**src/rtl/assert_macros.svh**
```systemverilog
// assertion macros shared by the receive ring buffer rtl
// no dependencies; define NO_ASSERTIONS to compile them out
`ifndef ASSERT_MACROS_SVH
`define ASSERT_MACROS_SVH
`ifndef NO_ASSERTIONS
`define RRB_ASSERT(label, clk, rst_n, prop) \
	label: assert property (@(posedge clk) disable iff (!rst_n) prop) \
		else $error("assertion failed");
`define RRB_NEVER(label, clk, rst_n, expr) \
	label: assert property (@(posedge clk) disable iff (!rst_n) !(expr)) \
		else $error("forbidden condition seen");
`else
`define RRB_ASSERT(label, clk, rst_n, prop)
`define RRB_NEVER(label, clk, rst_n, expr)
`endif
`endif

```
**src/rtl/rrb_pkg.sv**
```systemverilog
// types, codes and constants of the receive ring buffer
// no dependencies; used by the interfaces and the core
`default_nettype none
package rrb_pkg;

	localparam int DEPTH = 256;
	localparam int PTR_W = $clog2(DEPTH);
	localparam int CNT_W = (PTR_W > 8) ? PTR_W : 8;
	localparam int CFG_IDX_W = 2;
	localparam int CFG_DATA_W = 16;

	typedef enum logic [1:0] {
		OP_RECEIVE = 2'd0,
		OP_TICK    = 2'd1,
		OP_READ    = 2'd2
	} op_t;

	localparam logic [CFG_IDX_W-1:0] REG_TIMEOUT_TICKS = CFG_IDX_W'(0);
	localparam logic [CFG_IDX_W-1:0] REG_MATCH_SYMBOL  = CFG_IDX_W'(1);

	typedef enum logic {
		ST_IDLE,
		ST_READ
	} state_t;

	typedef struct packed {
		logic [1:0] operation;
		logic [7:0] rx_byte;
	} in_item_t;

	typedef struct packed {
		logic [7:0] read_byte;
		logic       read_valid;
		logic       timeout_event;
		logic [7:0] pending_count;
		logic       link_busy;
		logic [7:0] newest_byte;
		logic       newest_matches;
	} out_item_t;

	typedef struct packed {
		logic [CFG_IDX_W-1:0]  index;
		logic [CFG_DATA_W-1:0] value;
	} cfg_wr_t;

	function automatic logic [7:0] sat_count(input logic [PTR_W-1:0] cnt);
		logic [CNT_W-1:0] wide;
		wide = CNT_W'(cnt);
		return (wide > CNT_W'(255)) ? 8'hFF : wide[7:0];
	endfunction

endpackage
`default_nettype wire

```
**src/rtl/rrb_ifs.sv**
```systemverilog
// valid/ready channel interfaces: input items, results, config writes
// depends on rrb_pkg for the payload types
`default_nettype none
interface rrb_in_if;
	logic              valid;
	logic              ready;
	rrb_pkg::in_item_t data;
	modport source (output valid, output data, input ready);
	modport sink (input valid, input data, output ready);
endinterface

interface rrb_out_if;
	logic               valid;
	logic               ready;
	rrb_pkg::out_item_t data;
	modport source (output valid, output data, input ready);
	modport sink (input valid, input data, output ready);
endinterface

interface rrb_cfg_if;
	logic             valid;
	logic             ready;
	rrb_pkg::cfg_wr_t data;
	modport source (output valid, output data, input ready);
	modport sink (input valid, input data, output ready);
endinterface
`default_nettype wire

```
**src/rtl/rrb_ram.sv**
```systemverilog
// generic simple dual port ram, one write and one registered read port
// no dependencies
`default_nettype none
module rrb_ram #(
	parameter int DW = 8,
	parameter int WORDS = 256,
	parameter int AW = $clog2(WORDS)
) (
	input  wire logic          clk,
	input  wire logic          we,
	input  wire logic [AW-1:0] waddr,
	input  wire logic [DW-1:0] wdata,
	input  wire logic          re,
	input  wire logic [AW-1:0] raddr,
	output logic      [DW-1:0] rdata
);
	logic [DW-1:0] mem [WORDS];

	always_ff @(posedge clk) begin
		if (we) begin
			mem[waddr] <= wdata;
		end
	end

	always_ff @(posedge clk) begin
		if (re) begin
			rdata <= mem[raddr];
		end
	end
endmodule
`default_nettype wire

```
**src/rtl/rx_ring_buffer_with_idle_timeout_core.sv**
```systemverilog
// receive ring buffer with idle timeout, top level
// depends on rrb_pkg, rrb_ifs, rrb_ram and assert_macros.svh
//
// channel | dir | payload                                   | transfer when
// req     | in  | operation, rx_byte                        | valid & ready
// rsp     | out | read_byte .. newest_matches               | valid & ready
// cfg     | in  | index, value (0 timeout_ticks, 1 match)   | valid & ready
//
// receive, tick and empty read: result registered at the transfer
// read of a stored byte: the ram read is registered first, then the result in ST_READ
// req.ready drops while a read waits on the ram or a result is held unread
// cfg is always ready; arst_n clears state, pointers, counters and config registers
// the byte store has no reset and no clearing pass
`default_nettype none
`include "assert_macros.svh"
module rx_ring_buffer_with_idle_timeout_core (
	input wire logic clk,
	input wire logic arst_n,
	rrb_in_if.sink   req,
	rrb_out_if.source rsp,
	rrb_cfg_if.sink  cfg
);
	localparam logic [rrb_pkg::PTR_W-1:0] LAST_POS = rrb_pkg::PTR_W'(rrb_pkg::DEPTH - 1);
	localparam logic [rrb_pkg::PTR_W:0] DEPTH_X = (rrb_pkg::PTR_W + 1)'(rrb_pkg::DEPTH);

	rrb_pkg::state_t state_q, state_nxt;
	logic [rrb_pkg::PTR_W-1:0] wp_q, wp_nxt;
	logic [rrb_pkg::PTR_W-1:0] unread_q, unread_nxt;
	logic [15:0] idle_q, idle_nxt;
	logic [7:0] newest_q, newest_nxt;
	logic [15:0] timeout_q;
	logic [7:0] match_q;
	logic out_valid_q;
	rrb_pkg::out_item_t out_q, out_d;
	logic out_load;
	logic accept;
	logic rd_go, mem_we, tevent;
	logic [rrb_pkg::PTR_W:0] rd_sum;
	logic [rrb_pkg::PTR_W-1:0] rd_addr;
	logic [7:0] mem_rdata;
	logic [7:0] newest_out;
	rrb_pkg::op_t op;

	assign op = rrb_pkg::op_t'(req.data.operation);
	assign accept = req.valid & req.ready;
	assign req.ready = (state_q == rrb_pkg::ST_IDLE) && (!out_valid_q || rsp.ready);
	assign cfg.ready = 1'b1;
	assign rsp.valid = out_valid_q;
	assign rsp.data = out_q;

	// oldest unread entry: write position minus unread count, modulo depth
	assign rd_sum = {1'b0, wp_q} + ((wp_q < unread_q) ? DEPTH_X : '0) - {1'b0, unread_q};
	assign rd_addr = rd_sum[rrb_pkg::PTR_W-1:0];

	always_comb begin
		wp_nxt = wp_q;
		unread_nxt = unread_q;
		idle_nxt = idle_q;
		newest_nxt = newest_q;
		tevent = 1'b0;
		rd_go = 1'b0;
		mem_we = 1'b0;
		if (accept) begin
			case (op)
				rrb_pkg::OP_RECEIVE: begin
					mem_we = 1'b1;
					idle_nxt = timeout_q;
					newest_nxt = req.data.rx_byte;
					if (unread_q != LAST_POS) begin
						unread_nxt = unread_q + 1'b1;
					end
					wp_nxt = (wp_q == LAST_POS) ? '0 : wp_q + 1'b1;
				end
				rrb_pkg::OP_TICK: begin
					if (idle_q != 16'd0) begin
						idle_nxt = idle_q - 16'd1;
						tevent = (idle_q == 16'd1);
					end
				end
				rrb_pkg::OP_READ: begin
					if (unread_q != '0) begin
						rd_go = 1'b1;
						unread_nxt = unread_q - 1'b1;
					end
				end
				default: ;
			endcase
		end
	end

	rrb_ram #(
		.DW(8),
		.WORDS(rrb_pkg::DEPTH),
		.AW(rrb_pkg::PTR_W)
	) u_store (
		.clk(clk),
		.we(mem_we),
		.waddr(wp_q),
		.wdata(req.data.rx_byte),
		.re(rd_go),
		.raddr(rd_addr),
		.rdata(mem_rdata)
	);

	// status fields always come from the state after this item
	assign newest_out = (unread_nxt != '0) ? newest_nxt : 8'd0;

	always_comb begin
		state_nxt = state_q;
		out_load = 1'b0;
		out_d.read_byte = 8'd0;
		out_d.read_valid = 1'b0;
		out_d.timeout_event = 1'b0;
		out_d.pending_count = rrb_pkg::sat_count(unread_nxt);
		out_d.link_busy = (idle_nxt != 16'd0);
		out_d.newest_byte = newest_out;
		out_d.newest_matches = (newest_out == match_q);
		case (state_q)
			rrb_pkg::ST_IDLE: begin
				if (accept) begin
					if (rd_go) begin
						state_nxt = rrb_pkg::ST_READ;
					end else begin
						out_load = 1'b1;
						out_d.timeout_event = tevent;
					end
				end
			end
			rrb_pkg::ST_READ: begin
				out_load = 1'b1;
				out_d.read_byte = mem_rdata;
				out_d.read_valid = 1'b1;
				state_nxt = rrb_pkg::ST_IDLE;
			end
			default: state_nxt = rrb_pkg::ST_IDLE;
		endcase
	end

	always_ff @(posedge clk or negedge arst_n) begin
		if (!arst_n) begin
			state_q <= rrb_pkg::ST_IDLE;
		end else begin
			state_q <= state_nxt;
		end
	end

	always_ff @(posedge clk or negedge arst_n) begin
		if (!arst_n) begin
			wp_q <= '0;
			unread_q <= '0;
			idle_q <= 16'd0;
			out_valid_q <= 1'b0;
		end else begin
			wp_q <= wp_nxt;
			unread_q <= unread_nxt;
			idle_q <= idle_nxt;
			if (out_load) begin
				out_valid_q <= 1'b1;
			end else if (rsp.ready) begin
				out_valid_q <= 1'b0;
			end
		end
	end

	always_ff @(posedge clk) begin
		newest_q <= newest_nxt;
		if (out_load) begin
			out_q <= out_d;
		end
	end

	always_ff @(posedge clk or negedge arst_n) begin
		if (!arst_n) begin
			timeout_q <= 16'd0;
			match_q <= 8'd0;
		end else if (cfg.valid && cfg.ready) begin
			case (cfg.data.index)
				rrb_pkg::REG_TIMEOUT_TICKS: timeout_q <= cfg.data.value;
				rrb_pkg::REG_MATCH_SYMBOL: match_q <= cfg.data.value[7:0];
				default: ;
			endcase
		end
	end

	// read data lands in an empty result slot
	`RRB_ASSERT(a_read_slot_free, clk, arst_n, (state_q == rrb_pkg::ST_READ) |-> !out_valid_q)
	`RRB_ASSERT(a_read_pops, clk, arst_n, rd_go |=> (state_q == rrb_pkg::ST_READ))
	`RRB_NEVER(a_unread_bound, clk, arst_n, unread_q > LAST_POS)
	`RRB_NEVER(a_wp_bound, clk, arst_n, wp_q > LAST_POS)
	`RRB_NEVER(a_timeout_idle, clk, arst_n, out_valid_q && out_q.timeout_event && out_q.link_busy)
endmodule
`default_nettype wire
```
**src/flat_wrapper.sv**
```systemverilog
// flat-port wrapper written by rule: the top's interface ports become plain ports
module rx_ring_buffer_with_idle_timeout_core_flat 
  (clk, arst_n, req_valid, req_data, req_ready, rsp_valid, rsp_data, rsp_ready, cfg_valid, cfg_data, cfg_ready);
  rrb_in_if req_i ();
  rrb_out_if rsp_i ();
  rrb_cfg_if cfg_i ();
  input wire logic clk;
  input wire logic arst_n;
  input wire logic [$bits(req_i.valid)-1:0] req_valid;
  input wire logic [$bits(req_i.data)-1:0] req_data;
  output wire logic [$bits(req_i.ready)-1:0] req_ready;
  output wire logic [$bits(rsp_i.valid)-1:0] rsp_valid;
  output wire logic [$bits(rsp_i.data)-1:0] rsp_data;
  input wire logic [$bits(rsp_i.ready)-1:0] rsp_ready;
  input wire logic [$bits(cfg_i.valid)-1:0] cfg_valid;
  input wire logic [$bits(cfg_i.data)-1:0] cfg_data;
  output wire logic [$bits(cfg_i.ready)-1:0] cfg_ready;
  assign req_i.valid = req_valid;
  assign req_i.data = req_data;
  assign req_ready = req_i.ready;
  assign rsp_valid = rsp_i.valid;
  assign rsp_data = rsp_i.data;
  assign rsp_i.ready = rsp_ready;
  assign cfg_i.valid = cfg_valid;
  assign cfg_i.data = cfg_data;
  assign cfg_ready = cfg_i.ready;
  rx_ring_buffer_with_idle_timeout_core u_core (.clk(clk), .arst_n(arst_n), .req(req_i), .rsp(rsp_i), .cfg(cfg_i));
endmodule
```
**config.mk**
```make
export PLATFORM = sky130hd
export DESIGN_NAME = rx_ring_buffer_with_idle_timeout_core_flat
export DESIGN_NICKNAME = d
export VERILOG_FILES = /design/src/rtl/rrb_pkg.sv /design/src/rtl/rrb_ifs.sv /design/src/rtl/rrb_ram.sv /design/src/rtl/rx_ring_buffer_with_idle_timeout_core.sv /design/src/flat_wrapper.sv
export VERILOG_INCLUDE_DIRS = /design/src /design/src/rtl
export SDC_FILE = /design/constraint.sdc
export NUM_CORES = 2
export LEC_CHECK = 0
export BUFFER_PORTS_ARGS = -buffer_cell sky130_fd_sc_hd__clkbuf_2
export CAP_MARGIN = 10
export CORE_UTILIZATION = 25
export DETAILED_ROUTE_END_ITERATION = 6
export MAX_ROUTING_LAYER = met4
export SYNTH_ARGS = -nofsm -noshare
export SYNTH_HDL_FRONTEND = slang
export SYNTH_SLANG_ARGS = --single-unit
```
**constraint.sdc**
```tcl
create_clock -name clk -period 4.8 [get_ports clk]
set_input_delay 0.48 -clock clk [delete_from_list [all_inputs] [get_ports clk]]
set_output_delay 0.48 -clock clk [all_outputs]
set_load 0.02 [all_outputs]
```
==> results.py <==
metrics = {
    "timing": {
        "timing_worst_slew_pin_value_ps": 1070,
        "relSlewSlack_pct": 28.2,
        "timing_max_transition_violations_final": 0,
        "max_freq_ghz": 0.214,
        "timing.final.hold_violations": 0,
        "final_period_minus_worst_setup_slack_ps": 4670,
        "setup_violations": 0,
        "grt_setup_unrepaired": "false",
        "final.setup.worst_slack_ps": 125,
        "timing.clock.skew_ps": 25.0,
        "finalCritPeriodShare_pct": 97.4,
    },
    "run": {
        "cap_violations": 0,
    },
    "status": {
        "violations": "design-rule violations",
        "outcome": "finished with violations",
    },
    "routing": {
        "drt_iter0_drc": 4981,
        "dr.pass1.iters": 7,
        "dr_total_vias": 43900,
        "detail-route-antenna-nets": 0,
        "drt_drc_violations_left": 2,
        "route.detailed.wl_per_inst_um": 23.4,
        "route.detailed.vias_per_inst": 4.67,
        "route.final.wire_length_mm": 220,
    },
    "global_routing": {
        "antenna_found_initial": 8,
        "first_global_vias": 44700,
        "grt-ovfl-total": 0,
        "grt_max_degree": 129,
        "global_route_wire_length_before_repair_mm": 321,
        "grtUsageTotal_pct": 13.0,
    },
    "floorplanning": {
        "floorplan.initialDensity_pct": 25.2,
        "num_rows": 213,
        "die_h_um": 585,
        "fp.dieArea_sq_um": 342000,
        "ioPinCount": 64,
        "core_sq_um": 337000,
        "die_w_um": 585,
    },
    "yosys": {
        "postSynthCellCount": 4371,
        "synthArstFlopShare_pct": 2.70,
        "most_used_dff_post_synth": "sky130_fd_sc_hd__edfxtp_1",
        "synth-edff-count": 2084,
        "yosysSeqAreaShare_pct": 75.6,
        "ys_seq_elements": 2150,
        "post_synth_num_cell_types": 69,
        "yosysWarningCount": 0,
        "synthesis.area_sq_um": 84900,
        "synth_area_per_cell_sq_um": 19.4,
        "synthesis.nets": 4422,
    },
    "placed_design": {
        "dp_hpwl_mm": 133,
        "dp_slack_ps": 0.490,
        "post_dp_cell_area_sq_um": 92800,
        "gp_routability_congestion": 0.821,
        "dp_cells": 8976,
        "place.port_buffers": 62,
    },
    "critical_path": {
        "r2r_slack_ps": 130,
        "worst_setup_path_start_kind": "flip-flop",
        "worst-path-max-fanout": 35,
        "critical_path_required_time_ps": 5400,
        "crit_type": "reg -> reg",
        "timing.reg2reg.worst_path_depth": 14,
        "worst-endpoint-arrival_ps": 5270,
        "timing.critical_path.to_type": "flip-flop",
    },
    "layout": {
        "final.fill_count": 32900,
        "stdcell_count": 9399,
        "final_common_cell": "sky130_fd_sc_hd__edfxtp_1",
        "layout.cell_area.non_filler_sq_um": 100000,
        "area.growth.synth_to_final_pct": 17.8,
        "most-common-layout-cells": "sky130_fd_sc_hd__edfxtp_1 (2084), sky130_fd_sc_hd__mux4_2 (512), sky130_fd_sc_hd__nand2_1 (429)",
        "drive_gt1_share_pct": 25.7,
        "nNetsFinal": 4747,
        "post-route-util_pct": 29.6,
    },
    "cts": {
        "ctsRootBufferMaster": "sky130_fd_sc_hd__clkbuf_16",
        "cts.sink_count": 2150,
        "cts_tree": "yes",
        "clock_tree.buffer_depth": 3,
        "total_setup_buffers_inserted_after_cts": 0,
        "h-tree-depth": 4,
        "cts.reportedPaths.clkPinSlew_ps": 60,
        "clock_latency_ps": 850,
        "numCtsBuffers": 213,
    },
    "worst_hold_path": {
        "hold_path_depth": 3,
        "worst_hold_path_type": "in -> reg",
    },
}
-- metal layers --
| metal | share of wire [%] | global-route usage, % | vias up | routed length (um) |
|---|---|---|---|---|
| li1 | - | - | 18400 | - |
| met1 | 43 | 17.5 | 23400 | 94000 |
| met2 | 48 | 20.6 | 1853 | 105000 |
| met3 | 7.4 | 2.17 | 279 | 16300 |
| met4 | 2.0 | 3.23 | 0 | 4410 |
| met5 | 0 | - | - | 0 |
-- stage by stage --
step	setup TNS (ps)	hold WS [ps]
after floorplan	0	184
after global placement	-285	502
after detailed placement	0	500
after CTS	0	16.8
after global routing	0	43.7
final	0	83.9
-- flip-flops by register name, summed over array words and instances, names as in the netlist --
name,flops
u_core.state_q,1
u_core.idle_q,16
u_core.rsp.data,28
u_core.match_q,8
u_core.u_store.mem,2048
u_core.rsp.valid,1
u_core.u_store.rdata,8
u_core.timeout_q,16
u_core.unread_q,8
u_core.newest_q,8
u_core.wp_q,8
-- cell usage after synthesis (all sizes together) (33+ instances only) --
cell,n,area (sq um)
mux4,512,11500
clkbuf,173,649
buf,93,388
nand3,80,400
and3,65,407
mux2,34,383
a21oi,60,300
dfrtp,58,1450
nor2,282,1060
mux2i,130,1300
a311oi,48,420
edfxtp,2084,62600
o21ai,33,165
nand2,442,1660
-- area by class of cell --
class	instances	area [sq um]	area share (%)
Antenna cell	9	22.5	0.0225
Clock inverter	136	1340	1.34
Inverter	28	105	0.105
Multi-Input combinational cell	1927	19700	19.7
Tap cell	4515	5650	5.65
Sequential cell	2150	64200	64.2
Timing Repair Buffer	376	3390	3.39
Clock buffer	258	5580	5.58
-- path summary, 6_finish.rpt --
check / start / end
min reg2reg: u_core.timeout_q[2] / u_core.timeout_q[2]
max in group asynchronous: arst_n / u_core.wp_q[4]
min: cfg_data[17] / u_core.timeout_q[11]
min in group asynchronous: arst_n / u_core.timeout_q[9]
max: u_core.wp_q[0] / u_core.u_store.rdata[1]
max reg2reg: u_core.wp_q[0] / u_core.u_store.rdata[1]
-- critical path, cell delays in order, from the launching register on --
cell and delay (ps):
sky130_fd_sc_hd__dfrtp_1 440, sky130_fd_sc_hd__inv_1 180, sky130_fd_sc_hd__ha_4 170, sky130_fd_sc_hd__inv_1 60
sky130_fd_sc_hd__fa_4 1060, sky130_fd_sc_hd__buf_12 330, sky130_fd_sc_hd__buf_4 240, sky130_fd_sc_hd__mux4_2 320
sky130_fd_sc_hd__mux2i_1 270, sky130_fd_sc_hd__mux2i_1 150, sky130_fd_sc_hd__mux2i_1 250, sky130_fd_sc_hd__mux2_2 270
sky130_fd_sc_hd__o32ai_2 160, sky130_fd_sc_hd__buf_4 200, sky130_fd_sc_hd__a211o_1 250
-- timing repair --
| action | 4_1_cts | 5_1_grt |
|---|---|---|
| pin swaps | 0 | 0 |
| setup endpoints to repair | 2 | 1 |
| hold buffers | 20 | 0 |
| resized for setup | 2 | 1 |
| endpoints found under the hold margin | 112 | 0 |
-- logic make-up (layout without fill, tap and decap cells) --
kind of cell,after synthesis,in the layout,share of synthesized area (%)
flops,2150,2150,75.6
simple gates,968,968,4.96
mux,676,676,15.6
buf+inv,294,798,1.35
compound gates,245,245,2.06
xor+xnor,19,19,0.196
fa+ha+maj,18,18,0.274
other cells,1,10,0.00442
Power is not shown: default switching activity piles up to over one toggle a cycle in this logic, so the estimate is an artifact.
